<file path="config.mk">
export PLATFORM = sky130hd
export DESIGN_NAME = sattt_ram
export DESIGN_NICKNAME = d
export VERILOG_FILES = /design/src/sv/sattt_ram.sv
export SDC_FILE = /design/constraint.sdc
export NUM_CORES = 1
export LEC_CHECK = 0
export ABC_CLOCK_PERIOD_IN_PS = 2040
export BUFFER_PORTS_ARGS = -buffer_cell sky130_fd_sc_hd__buf_2
export CAP_MARGIN = 20
export CORE_AREA = 8 8 154 156
export CTS_CLUSTER_DIAMETER = 30
export CTS_CLUSTER_SIZE = 8
export DETAILED_ROUTE_END_ITERATION = 8
export DIE_AREA = 0 0 162 164
export GPL_TIMING_DRIVEN = 0
export HOLD_SLACK_MARGIN = 0.15
export SKIP_CTS_REPAIR_TIMING = 1
export SYNTH_ARGS = -nofsm -noshare
export SYNTH_HDL_FRONTEND = slang
export SYNTH_SLANG_ARGS = --single-unit
</file>
<file path="constraint.sdc">
create_clock -name clk -period 2.04 [get_ports clk]
set_input_delay 0.102 -clock clk [delete_from_list [all_inputs] [get_ports clk]]
set_output_delay 0.102 -clock clk [all_outputs]
set_load 0.05 [all_outputs]
</file>
<file path="src/sv/sattt_ram.sv">
`default_nettype none
module sattt_ram #(
  parameter int WIDTH = 8,
  parameter int DEPTH = 16
) (
  input  wire logic                     clk,
  input  wire logic                     we,
  input  wire logic [$clog2(DEPTH)-1:0] waddr,
  input  wire logic [WIDTH-1:0]         wdata,
  input  wire logic                     re,
  input  wire logic [$clog2(DEPTH)-1:0] raddr,
  output      logic [WIDTH-1:0]         rdata
);

  logic [WIDTH-1:0] mem [DEPTH];

  // one write, one registered read
  always_ff @(posedge clk) begin
    if (we) begin
      mem[waddr] <= wdata;
    end
    if (re) begin
      rdata <= mem[raddr];
    end
  end

endmodule
`default_nettype wire

</file>
==> metrics.csv <==
metric,value,unit
finalPower,6.33,mW
status,"complete, no violations",
stdcell_area,6370,um2
die_width,162,um
r2r_slack,0.48,ns
period_share,76.6,%
p_per_area,993,nW/um2
wl_per_cell,17.9,um
slew_headroom,42.8,%
cp_num_buf_inv,0,
crit_family,multiplexers,
viasPerCell,4.25,
finalWeightedCongestion,0.695,
use_met2,12.7,%
grt.busiest_layer,met2,
worstPathMaxFanout,1,
coreArea,21400,um2
ir_worst_vdd,0.581,mV
pre_cts_ws,0.0381,ns
grt_max_degree,17,
h-tree-depth,4,
maxSlewViolCount,0,
die_area,26600,um2
finalSetupViolCount,0,
die_height,164,um
clock_skew,0.00699,ns
num_rows,54,
yosysSeqAreaShare,78.1,%
use_met1,10.1,%
syn_to_final_growth,21.9,%
cts_buffer_depth,2,
ys_seq_elements,136,
portBuffers,25,
fmax,640,MHz
end_kind,register,
grt.total_usage,8.14,%
synth.cell_area,5230,um2
worst_pin_slew,0.855,ns
cp-start-kind,register,
drive_above_1_share,28.4,%
synth_warnings,0,
maxCapViolCount,0,
hold_viol,0,
hold_path_class,primary input to register,
grt_pass1_wl,15600,um
firstDrtPassIters,4,
critical_path_class,register to register,
syn_avg_cell_area,22.8,um2
num_vias,2469,
cts-root-buf,clkbuf_16,
period_minus_slack,1.56,ns
ios,27,
rsz0062_at_grt,false,
grt_overflow,0,
clkSlewWorstSetupHoldPaths,0.05,ns
drc_errors,0,
dr.first_iter.drc_count,234,
slowest_delay,0.47,ns
nets,305,
start_util,24.5,%
crit_arrival,1.70,ns
grt_pass1_vias,2525,
hpwlAfterDp,7010,um
synthCells,229,
wl,10400,um
clk_latency,0.41,ns
cp.required,2.18,ns
final_cell_mix,"136 x edfxtp_1, 29 x buf_2, 18 x mux4_2, 17 x clkbuf_16, 16 x a22oi_1",
cts_sinks,136,
synth_nets,248,
drtAntennaViolNets,0,
synth.distinct_cells,18,
cts_tree,yes,
antenna_found_initial,5,
final_common_cell,edfxtp_1,
holdWs,0.157,ns
crit_slowest_cell,mux4_2,
p_leak,2.08,nW
use_met3,2.88,%
setup_slack,0.477,ns
place_area,5730,um2
crit_chain,mux4_2 > a22oi_1 > nand2_1,
cts_buffers,17,
synthesized netlist by cell type, drive strengths merged:
cell | count | area [um2]
a22oi | 16 | 120
nand3 | 1 | 5.00
and2 | 1 | 6.26
and2b | 1 | 7.51
mux4 | 32 | 773
clkdlybuf4s25 | 3 | 30.0
nand2b | 2 | 12.5
buf | 7 | 56.3
nand2 | 9 | 33.8
edfxtp | 136 | 4080
nand3b | 2 | 15.0
nor3 | 4 | 20.0
or3b | 1 | 8.76
nor2 | 13 | 48.8
nor2b | 1 | 6.26
flip-flops by register name, indices dropped and copies added, names as in the netlist:
register,cells
mem,128
rdata,8
power breakdown:
group	internal (mW)	switching, mW
logic	0.134	0.221
clock network	1.77	1.04
registers	3.15	0.0129
total	5.06	1.27
per-layer routing:
metal  up-vias  wire length (um)  part of all wire [%]
met3        20               741                   7.1
li1       1102                 -                     -
met2        68              4900                    47
met1      1273              4570                    44
met4         6               176                   1.7
met5         -                35                  0.34
worst paths after layout:
path,cells past startpoint,from,endpoint
setup / recovery,3,mem[2][7]$_DFFE_PP_,rdata[7]$_DFFE_PP_
hold reg to reg,3,mem[11][1]$_DFFE_PP_,rdata[1]$_DFFE_PP_
hold / removal,2,waddr[0],mem[4][4]$_DFFE_PP_
setup reg to reg,3,mem[2][7]$_DFFE_PP_,rdata[7]$_DFFE_PP_
cell type report:
class | count | area, um2
Clock buffer | 21 | 440
Timing Repair Buffer | 38 | 243
Fill cell | 2113 | 15000
Buffer | 10 | 86.3
Clock inverter | 11 | 106
Tap cell | 280 | 350
Sequential cell | 136 | 4080
Multi-Input combinational cell | 83 | 1060
Antenna cell | 2 | 5.00
worst reg2reg max path: cells and delay by family (launching register included):
family             cells  cell delay [ns]
AOI/OAI and AO/OA      1             0.34
and+or+nand+nor        1             0.12
DFF                    1             0.36
muxes                  1             0.47
stage by stage:
| step | setup TNS [ns] | util (%) | std cells |
|---|---|---|---|
| finish | 0 | 29.8 | 581 |
| global route | 0 | 29.8 | 581 |
| CTS | 0 | 29.4 | 570 |
| detailed placement | 0 | 26.8 | 538 |
| global placement | -0.851 | 26.7 | 534 |
| floorplan | 0 | - | 229 |
cells by family (layout without fill, tap and decap cells):
family          after synthesis  count (layout)  synth area share [%]
buf+inv                      10              80                  1.65
other cells                   0               2                     0
compound gates               16              16                  2.30
mux                          32              32                  14.8
simple gates                 35              35                  3.14
flops                       136             136                  78.1
No activity file was read; power rests on OpenSTA's default activity.
