[config.mk]
export PLATFORM = sky130hd
export DESIGN_NAME = sattt_set_index
export DESIGN_NICKNAME = d
export VERILOG_FILES = /design/src/sv/sattt_set_index.sv
export SDC_FILE = /design/constraint.sdc
export NUM_CORES = 1
export LEC_CHECK = 0
export ABC_AREA = 1
export BUFFER_PORTS_ARGS = -buffer_cell sky130_fd_sc_hd__buf_2
export CORE_AREA = 2 2 39 41
export CTS_CLUSTER_DIAMETER = 200
export DETAILED_ROUTE_END_ITERATION = 6
export DIE_AREA = 0 0 41 43
export PLACE_DENSITY = 0.68
export SLEW_MARGIN = 20
export SYNTH_ARGS = -nofsm -noshare
export SYNTH_HDL_FRONTEND = slang
export SYNTH_SLANG_ARGS = --single-unit
[constraint.sdc]
create_clock -name clk -period 0.8 [get_ports clk]
set_input_delay 0.08 -clock clk [delete_from_list [all_inputs] [get_ports clk]]
set_output_delay 0.08 -clock clk [all_outputs]
set_load 0.01 [all_outputs]
[src/sv/sattt_set_index.sv]
`default_nettype none
module sattt_set_index #(
  parameter int NUM_SETS = 1024,
  parameter int SET_W    = 10
) (
  input  wire logic             clk,
  input  wire logic             rst,
  input  wire logic             start,
  input  wire logic [31:0]      low_key,
  output      logic             done,
  output      logic [SET_W-1:0] set_idx
);

  localparam bit IS_POW2 = (NUM_SETS & (NUM_SETS - 1)) == 0;

  if (IS_POW2) begin : g_mask
    // power of two: the set is a mask of the low key
    always_ff @(posedge clk) begin
      if (rst) begin
        done <= 1'b0;
      end else begin
        done <= start;
      end
      if (start) begin
        set_idx <= SET_W'(low_key & 32'(NUM_SETS - 1));
      end
    end
  end else begin : g_recip
    // reciprocal multiplication: quotient estimate is exact or one short,
    // so multiply back and finish with one compare and subtract
    localparam int          SHIFT   = 32 + SET_W;
    localparam logic [63:0] RECIP_F = (64'd1 << SHIFT) / 64'(NUM_SETS);
    localparam logic [32:0] RECIP   = RECIP_F[32:0];
    localparam logic [32:0] SETS_C  = 33'(NUM_SETS);

    logic [2:0]  stage;
    logic [31:0] low_q;
    logic [64:0] prod;
    logic [31:0] quot;
    logic [32:0] rem;

    always_ff @(posedge clk) begin
      if (rst) begin
        stage <= '0;
        done  <= 1'b0;
      end else begin
        stage <= {stage[1:0], start};
        done  <= stage[2];
      end
      if (start) begin
        low_q <= low_key;
        prod  <= 65'(low_key) * 65'(RECIP);
      end
      if (stage[0]) begin
        quot <= 32'(prod >> SHIFT);
      end
      if (stage[1]) begin
        rem <= 33'(low_q) - 33'(quot) * SETS_C;
      end
      if (stage[2]) begin
        set_idx <= (rem >= SETS_C) ? SET_W'(rem - SETS_C) : SET_W'(rem);
      end
    end
  end

endmodule
`default_nettype wire

==> reports/metrics.yaml <==
run_status: "complete, but fails checks"
violated_checks: "setup timing"
nNetsFinal: 84
clkSinkCount: 11
setup_repair_after_global_routing_missed_its_margin: "yes"
num_io_pins: 46
cells_along_the_critical_path: "buf_2"
drt_wl_total_um: 576
placement.setup.worst_slack_ps: 178
overall_die_height_um: 43
grt_antenna_before_repair: 0
totalNegativeSetupSlack_ps: -268
design.die.area_sq_um: 1760
cell_area_after_synthesis_sq_um: 330
ant_nets: 0
hold_violations: 0
cp_data_arrival_time_ps: 770
p_total_uw: 1160
detailedRoute.firstPassIterationCount: 1
grt.total_usage_pct: 7.69
number_of_distinct_library_cell_variants_in_the_gate_level_netlist_after_synthesis: 4
maxSlewViolCount: 0
syn2layout_area_growth_pct: 73.1
avgRoutedWirePerCell_um: 9.00
fp.dieW_um: 41
remaining_drc_errors: 0
ir_worst_vdd_v: 0.000870
synth_fp_nets: 48
port_bufs: 23
final-setup-viol-count: 10
core_area_sq_um: 1380
final_core_utilization_pct: 41.3
post_synth.cell_area_avg_sq_um: 25.4
post_cts_resize_count: 0
clock.fmax_ghz: 1.18
critical_path_buf_inv_count: 1
end_kind: "output port"
power_density_nw_per_um2: 2020
p_leak_uw: 0.000253
dr_total_vias: 228
cpLargestDelayFamily: "flip-flops"
first_iter_violations: 0
min_path_type: "in -> reg"
cts_tree: "yes"
synth-warning-count: 0
period_needed_ps: 848
worst-endpoint-required_ps: 720
worst_slew_pin_slew_ps: 218
drv.max_cap_violation_count: 0
tritoncts_buffers: 3
htree_num_levels: 1
numPlacedInstances: 52
synth_seq_cells: 11
grt-ovfl-total: 0
cpPeakStageDelay_ps: 370
starting_density_pct: 23.9
rows: 14
grt_max_degree: 12
postLayoutSetupSlackWorst_ps: -48.3
timing_worst_setup_path_type: "reg -> out"
grt_first_pass_wirelength_um: 890
diodes: 0
layout.cells.non_filler: 64
routability_congestion_estimate_from_global_placement: 0.547
clk_pin_slew_ps: 60
cp_startpoint_kind: "register"
clockBufferDepth: 2
clockRootBuffer: "clkbuf_4"
worst_slew_margin_rel_pct: 85.4
min_period_over_period_pct: 106
fraction_of_layout_cells_with_a_size_suffix_above_1_pct: 56.3
synth_seq_area_share_pct: 97.0
filler_cell_count: 134
crit_path_max_fanout: 1
crit_path_top_delay_cell: "edfxtp_1"
vias_per_cell: 3.56
syn-instance-count: 13
first_global_vias: 226
metal layers:
layer  GRT usage [%]  part of all wire (%)
met5               0                     0
met4            2.00                     0
met3            3.14                    13
met2            11.9                    52
met1            9.66                    35
synthesized netlist by cell type (all sizes together):
library cell   n  area share [%]
edfxtp        10              91
nor2           1             1.9
dfxtp          1             6.1
inv            1             1.1
power breakdown:
group / leakage [uW] / internal [uW] / switching, uW / total, uW
sequential: 0.000106 / 675 / 8.61 / 683
combinational: 0.000132 / 74.4 / 58.2 / 133
clock: 0.0000150 / 192 / 149 / 340
total: 0.000253 / 941 / 216 / 1160
final timing paths:
check | from | end | slack (ps) | depth (start not counted)
worst max-delay path | set_idx[7] | set_idx[7] | -50 | 1
worst min-delay path | low_key[7] | set_idx[7] | 9 | 1
area by class of cell:
class / count / area (sq um) / share of cell area, %
Timing Repair Buffer: 31 / 195 / 34.1
Clock buffer: 4 / 26.3 / 4.60
Tap cell: 16 / 20.0 / 3.50
Inverter: 1 / 3.75 / 0.656
Multi-Input combinational cell: 1 / 6.26 / 1.09
Sequential cell: 11 / 320 / 56.0
cells by family after synthesis:
| kind of cell | count (synthesis) | synth area share [%] |
|---|---|---|
| and+or+nand+nor | 1 | 1.90 |
| buffers and inverters | 1 | 1.14 |
| DFF | 11 | 97.0 |
through the flow:
step	cell area (sq um)	hold slack, ps
floorplan	330	147
global placement	465	244
detailed placement	465	245
CTS	552	0.398
global route	572	0.735
finish	572	8.89
cell usage in the layout (no fill, tap or decap), drive strengths merged:
cell / instances
inv: 1
buf: 23
dfxtp: 1
nor2: 1
edfxtp: 10
clkbuf: 4
dlygate4sd3: 8
sequential cells by signal, summed over array words and instances (netlist names):
| signal | count |
|---|---|
| done | 1 |
| set_idx | 10 |
what timing repair did:
action / 4_1_cts / 5_1_grt
hold endpoints to repair: 6 / 2
setup endpoints to repair: 10 / 10
buffers inserted: 0 / 0
hold buffers: 6 / 2
pin swaps: 0 / 0
No activity file was read; power rests on OpenSTA's default activity.
