--- config.mk ---
export PLATFORM = sky130hd
export DESIGN_NAME = sattt_way_unit
export DESIGN_NICKNAME = d
export VERILOG_FILES = /design/src/sv/sattt_pkg.sv /design/src/sv/sattt_way_unit.sv
export SDC_FILE = /design/constraint.sdc
export NUM_CORES = 1
export LEC_CHECK = 0
export BUFFER_PORTS_ARGS = -buffer_cell sky130_fd_sc_hd__buf_2
export CAP_MARGIN = 20
export CORE_MARGIN = 3
export CORE_UTILIZATION = 32
export DETAILED_ROUTE_END_ITERATION = 16
export GPL_TIMING_DRIVEN = 0
export MAX_ROUTING_LAYER = met4
export PLACE_DENSITY_LB_ADDON = 0.3
export SYNTH_ARGS = -nofsm -noshare
export SYNTH_HDL_FRONTEND = slang
export SYNTH_SLANG_ARGS = --single-unit
--- constraint.sdc ---
create_clock -name vclk -period 7.4
set_clock_uncertainty 0.05 [all_clocks]
set_input_delay 0.74 -clock vclk [all_inputs]
set_output_delay 0.74 -clock vclk [all_outputs]
set_load 0.05 [all_outputs]
--- src/sv/sattt_pkg.sv ---
`default_nettype none
package sattt_pkg;

  localparam int NUM_WAYS   = 4;
  localparam int WAY_W      = 2;
  localparam int IN_DATA_W  = 160;
  localparam int IN_USER_W  = 2;
  localparam int OUT_DATA_W = 48;
  localparam int OUT_USER_W = 3;
  localparam int CFG_W      = 16;
  localparam int CFG_IDX_W  = 2;

  // request kinds
  typedef enum logic [1:0] {
    REQ_PROBE_SCORE = 2'd0,
    REQ_PROBE_MOVE  = 2'd1,
    REQ_STORE       = 2'd2,
    REQ_AGE         = 2'd3
  } req_kind_t;

  // configuration register indexes
  localparam logic [CFG_IDX_W-1:0] CFG_MATE      = 2'd0;
  localparam logic [CFG_IDX_W-1:0] CFG_MATED     = 2'd1;
  localparam logic [CFG_IDX_W-1:0] CFG_AGE_LIMIT = 2'd2;
  localparam logic [CFG_IDX_W-1:0] CFG_NONE      = 2'd3;

  // bound kinds
  localparam logic [1:0] BOUND_EXACT = 2'd0;
  localparam logic [1:0] BOUND_UPPER = 2'd1;
  localparam logic [1:0] BOUND_LOWER = 2'd2;

  // one table entry
  typedef struct packed {
    logic [31:0]        tag;
    logic [6:0]         depth;
    logic signed [15:0] score;
    logic [1:0]         bound;
    logic signed [15:0] eval;
    logic [6:0]         ply;
    logic [15:0]        move;
    logic [7:0]         age;
  } entry_t;

  // latched request
  typedef struct packed {
    req_kind_t          kind;
    logic [63:0]        key;
    logic [6:0]         search_depth;
    logic signed [15:0] alpha_bound;
    logic signed [15:0] beta_bound;
    logic signed [15:0] score;
    logic [1:0]         bound_kind;
    logic signed [15:0] eval;
    logic [6:0]         ply;
    logic [15:0]        best_move;
  } req_t;

  // configuration registers
  typedef struct packed {
    logic signed [15:0] mate_threshold;
    logic signed [15:0] mated_threshold;
    logic [7:0]         age_limit;
    logic signed [15:0] none_code;
  } cfg_t;

  // verdict of the way unit on one entry
  typedef struct packed {
    logic               hit;
    logic               empty;
    logic               deep;
    logic               none_score;
    logic               cut;
    logic signed [15:0] cut_score;
  } way_res_t;

endpackage
`default_nettype wire

--- src/sv/sattt_way_unit.sv ---
`default_nettype none
module sattt_way_unit (
  input  wire sattt_pkg::entry_t ent,
  input  wire sattt_pkg::req_t   req,
  input  wire sattt_pkg::cfg_t   cfg,
  output sattt_pkg::way_res_t    res
);
  import sattt_pkg::*;

  localparam logic signed [17:0] SAT_HI = 18'sd32767;
  localparam logic signed [17:0] SAT_LO = -18'sd32768;

  logic signed [17:0] st_x;
  logic signed [17:0] mate_x;
  logic signed [17:0] mated_x;
  logic signed [17:0] ply_diff;
  logic signed [17:0] s_mate;
  logic signed [17:0] s_adj;
  logic signed [15:0] s_sat;

  // mate distance adjustment, then saturation
  always_comb begin
    st_x     = 18'($signed(ent.score));
    mate_x   = 18'($signed(cfg.mate_threshold));
    mated_x  = 18'($signed(cfg.mated_threshold));
    ply_diff = $signed({11'b0, ent.ply}) - $signed({11'b0, req.ply});
    s_mate   = (st_x >= mate_x) ? st_x + ply_diff : st_x;
    s_adj    = (s_mate <= mated_x) ? s_mate - ply_diff : s_mate;
    if (s_adj > SAT_HI) begin
      s_sat = 16'sh7FFF;
    end else if (s_adj < SAT_LO) begin
      s_sat = 16'sh8000;
    end else begin
      s_sat = s_adj[15:0];
    end
  end

  // tag, depth and cutoff decisions
  always_comb begin
    res.hit        = ent.tag == req.key[63:32];
    res.empty      = ent.tag == 32'd0;
    res.deep       = ent.depth >= req.search_depth;
    res.none_score = ent.score == cfg.none_code;
    res.cut        = 1'b0;
    res.cut_score  = s_sat;
    case (ent.bound)
      BOUND_EXACT: begin
        res.cut = 1'b1;
      end
      BOUND_UPPER: begin
        res.cut       = $signed(ent.score) <= $signed(req.alpha_bound);
        res.cut_score = req.alpha_bound;
      end
      BOUND_LOWER: begin
        res.cut       = $signed(ent.score) >= $signed(req.beta_bound);
        res.cut_score = req.beta_bound;
      end
      default: begin
        res.cut = 1'b0;
      end
    endcase
  end

endmodule
`default_nettype wire

==> results.yml, run 1 <==
outcome:
  status: "finished, final reports clean"
setup_path:
  end_kind: "output port"
  path_delay_family: "compound AO/OA/AOI/OAI gates"
  cpPeakStageDelay_ns: 0.53
  critPathKind: "in -> out"
  critPathSlowestCell: "or4_4"
  required_ns: 6.61
  cp_max_fo: 8
  worst-path-buf-inv: 4
  crit_arrival_ns: 6.41
  startpoint_type: "input pin"
  cp_common_cell: "a21o_1"
synthesis:
  synth_cell_types: 59
  synth_top_cell_by_area: "ha_1"
  syn_nets: 1135
  synth.most_common_cell: "ha_1"
  syn_area_mm2: 0.005149
  synth_commonest_cells: "116 x ha_1, 101 x inv_1, 45 x xor2_1"
  ys_top_cells_by_area: "ha_1 28%, xor2_1 7.7%, inv_1 7.4%"
  syn_area_per_cell_um2: 7.419
  ys_warn_count: 0
  yosysSeqAreaShare_pct: 0
  yosysTopAreaCellShare_pct: 28.19
  syn-instance-count: 694
global_routing:
  grt_pass1_wl_um: 28370
  track_usage_pct: 19.86
  grt_pass1_vias: 5737
  grt_max_degree: 12
  antenna_found_initial: 0
  grt_overflow_total: 0
power_and_ir_drop:
  ir_worst_vdd_mv: 0.1486
  leakage_nw: 3.660
  finalPower_mw: 1.573
  power_density_mw_per_mm2: 228.1
place:
  post_dp_cell_area_mm2: 0.006524
  place_hpwl_um: 15290
  place_congestion: 0.8887
  io_buffers: 211
sta:
  post-route-min-period_ns: 7.197
  tightestPinTransition_ns: 0.5898
  hold_viol: 0
  slew_viol_final: 0
  tns_ns: 0
  max_freq_ghz: 0.1390
  slew_headroom_pct: 60.68
  timing.final.crit_share_pct: 97.25
  setup_viol: 0
min_path:
  worstHoldEndpoint: "res[17]"
  holdCritPathClass: "in -> out"
  holdPathStages: 5
  holdCritStartpoint: "cfg[10]"
drt:
  wl_per_cell_um: 15.95
  drc_errors: 0
  wl_met1_um: 7868
  postRouteAntennaNets: 0
  wl_met2_um: 8610
  drt_pass1_iterations: 5
  vias: 5848
  drt-total-wl_um: 18000
  met3_length_um: 1172
  topRoutingLayerUsed: "met4"
  via_per_inst: 5.180
  drt-initial-drc-count: 296
cells_and_area:
  syn2layout_area_growth_pct: 33.95
  final_cell_area_mm2: 0.006897
  fillers: 1594
  register_area_um2: 0
  drive_gt1_share_pct: 33.66
  num-clock-buffers: 0
  layout.nets: 1361
  multiInputGateArea_mm2: 0.004956
  seq_cells: 0
  n_antenna_cell: 0
floorplanning:
  core_area_mm2: 0.01548
  fp.dieH_um: 132.8
  ios: 343
  die_area_mm2: 0.01765
  num_rows: 45
  die_x_um: 132.8
  initial_core_util_pct: 33.25
run:
  maxCapViolations: 0
[through the flow]
| step | instances | hold slack, ns | utilization [%] | setup WS (ns) |
|---|---|---|---|---|
| after floorplan | 694 | 1.692 | - | 0.04639 |
| after global placement | 1116 | 1.870 | 42.13 | -0.8939 |
| after detailed placement | 1116 | 1.877 | 42.13 | -0.8870 |
| after CTS | 1120 | 1.877 | 43.02 | 0.02493 |
| after global routing | 1129 | 1.893 | 44.54 | -0.05405 |
| final | 1129 | 1.877 | 44.54 | 0.2035 |
[cells in the final DEF, fill, tap and decap left out, types with 3 or more instances in the layout]
cell type and count:
nor4_1 19, a22oi_1 19, a21oi_2 3, nor3_1 7
a31oi_1 7, buf_6 7, a21oi_1 31, mux2_2 21
o211ai_1 10, nand3_1 27, nand2_1 24, or2_2 4
clkbuf_1 5, nand2b_1 6, a22oi_2 11, ha_4 3
xnor2_1 32, mux2_4 5, buf_4 17, nor2b_1 14
xor2_1 45, a211oi_1 3, mux2i_1 5, a21oi_4 3
o21bai_1 6, nor2_1 35, o21a_1 6, o21ai_0 18
inv_1 99, ha_1 111, buf_2 205, a21o_1 25
nand4_1 24
[cells by family after synthesis]
kind of cell / after synthesis / share of synthesized area [%]
mux: 32 / 7.145
fa+ha+maj: 119 / 29.36
xor+xnor: 78 / 13.27
compound gates: 169 / 22.48
buf+inv: 115 / 9.283
simple gates: 181 / 18.47
[routing by layer]
metal	global-route usage, %	vias to the layer above
met5	-	-
met4	3.522	0
met3	1.293	18
met2	34.42	217
met1	25.67	2628
li1	-	2985
[worst min-delay path, stage by stage]
cell	delay, ns
buf_2	0.08
xnor2_1	0.05
nand4_1	0.06
nor4_1	0.05
buf_2	0.20
[worst max path at each step]
stage,start,end,slack (ns),cells after the start
6_report,ent[25],res[10],0.20,28
5_1_grt,ent[25],res[6],-0.05,28
4_1_cts,req[17],res[0],0.02,30
3_5_place_dp,req[17],res[0],-0.89,30
3_3_place_gp,req[17],res[0],-0.89,30
2_1_floorplan,req[17],res[12],0.05,27
[power by group]
group	leakage [nW]	switching, mW	total, mW	internal (mW)
combinational	3.66	0.930	1.57	0.643
sequential	0	0	0	0
clock	0	0	0	0
total	3.66	0.930	1.57	0.643
[layout make-up]
type / instances / share of cell area, %
repair buffers: 224 / 17.09
multi-input cells: 579 / 71.86
well taps: 211 / 3.828
plain buffers: 14 / 1.615
inverters: 101 / 5.606
[repair_timing]
item                       4_1_cts  5_1_grt
hold buffers                     0        0
gates resized for setup         27       36
gates cloned                     1        0
setup buffers                    3        9
setup endpoints to repair       16       16
pin swaps                        5       15
(Power assumes the default switching activity.)
==> inputs of run 2 (changes only) <==
--- a/config.mk
+++ b/config.mk
@@ -7,6 +7,7 @@
 export LEC_CHECK = 0
 export BUFFER_PORTS_ARGS = -buffer_cell sky130_fd_sc_hd__buf_2
 export CAP_MARGIN = 20
+export CORE_ASPECT_RATIO = 0.7
 export CORE_MARGIN = 3
 export CORE_UTILIZATION = 32
 export DETAILED_ROUTE_END_ITERATION = 16
==> run 2 against run 1 <==
Critical endpoint is now res[14]. Via count fell by 0.41%. Sequential cell count unchanged. Critical path depth increased by 2.
==> results.yml, run 2 (synthesized netlist as in run 1, its figures left out) <==
outcome:
  status: "finished, final reports clean"
cells_and_area:
  layout_commonest_cell: "buf_2"
  register_area_um2: 0
  seq_cells: 0
  syn2layout_area_growth_pct: 33.24
  drive_gt1_share_pct: 33.11
  num-clock-buffers: 0
  mostFrequentLayoutCells: "201 x buf_2, 112 x ha_1, 99 x inv_1"
  fillers: 1645
  post-route-util_pct: 43.86
  layout.nets: 1358
setup_path:
  required_ns: 6.61
  crit_arrival_ns: 6.41
  startpoint_type: "input pin"
  critPathKind: "in -> out"
  cp_common_cell: "buf_4"
  cp_max_fo: 7
  end_kind: "output port"
  cpPeakStageDelay_ns: 0.53
  worst-path-buf-inv: 8
  path_delay_family: "compound AO/OA/AOI/OAI gates"
  critPathSlowestCell: "or4_4"
min_path:
  holdCritPathClass: "in -> out"
  holdPathStages: 5
  holdCritStartpoint: "ent[87]"
  worstHoldEndpoint: "res[19]"
drt:
  vias: 5824
  drt_pass1_iterations: 5
  drc_errors: 0
  wl_per_cell_um: 16.40
  postRouteAntennaNets: 0
  drt-total-wl_um: 18320
  drt-initial-drc-count: 387
  via_per_inst: 5.214
place:
  io_buffers: 211
  place_hpwl_um: 15600
  place_congestion: 0.9282
global_routing:
  track_usage_pct: 19.77
  grt_pass1_wl_um: 27660
  use_met3_pct: 1.349
  grt.busiest_layer: "met1"
  grt_max_degree: 12
  grt_pass1_vias: 5351
  globalRouteMet1Util_pct: 30.94
  grt_overflow_total: 0
  antenna_found_initial: 2
  gr-usage-met2_pct: 28.49
power_and_ir_drop:
  power_density_mw_per_mm2: 235.4
  ir_worst_vdd_mv: 0.1505
  leakage_nw: 3.673
cts:
  cts_hold_buf: 0
sta:
  tightestPinTransition_ns: 0.7326
  max_freq_ghz: 0.1390
  hold_viol: 0
  slew_viol_final: 0
  hold_slack_ns: 1.868
  post-route-min-period_ns: 7.195
  slew_headroom_pct: 50.54
  setup_viol: 0
  timing.final.crit_share_pct: 97.23
floorplanning:
  initial_core_util_pct: 32.91
  die_x_um: 157.6
  num_rows: 38
  fp.dieH_um: 112.1
  die_area_mm2: 0.01767
  ios: 343
  core_area_mm2: 0.01564
run:
  maxCapViolations: 0
[run 2: through the flow]
stage	std cells	power (mW)	setup TNS, ns	cell area, µm²	setup WS (ns)
floorplan	694	1.078	0	5204	0.04639
global placement	1105	1.437	-11.30	6510	-0.8124
detailed placement	1105	1.443	-11.67	6510	-0.8478
CTS	1108	1.525	0	6670	0.01330
global route	1117	1.742	-0.07453	6860	-0.02846
finish	1117	1.615	0	6860	0.2048
[run 2: timing repair]
action | in CTS | in global routing
resized for setup | 36 | 28
endpoints found under the setup margin | 16 | 16
cloned | 0 | 2
pin swaps | 6 | 16
buffers inserted | 3 | 6
[run 2: how the worst max path moves through the flow]
stage / start / endpoint / cells after the start
floorplan: req[17] / res[12] / 27
global placement: req[17] / res[0] / 30
detailed placement: req[17] / res[0] / 30
CTS: req[17] / res[9] / 31
global route: ent[25] / res[9] / 30
finish: ent[24] / res[14] / 30
[run 2: power by group]
group | internal, mW | switching, mW | leakage (nW)
combinational | 0.674 | 0.941 | 3.67
clock | 0.0000000361 | 0 | 0.0000127
sequential | 0 | 0 | 0
total | 0.674 | 0.941 | 3.67
[run 2: cell type report]
type	count	area, µm²	area share, %
multi-input cells	579	4900	71.42
well taps	200	250.2	3.648
repair buffers	222	1204	17.55
inverters	101	391.6	5.709
plain buffers	13	110.1	1.605
diodes	2	5.005	0.07295
[run 2: layer usage]
layer | part of all wire (%) | up-vias | wire (µm)
li1 | - | 2974 | -
met3 | 6.9 | 14 | 1256
met1 | 51 | 2613 | 9332
met2 | 41 | 223 | 7512
met4 | 1.2 | 0 | 214
met5 | 0 | - | 0
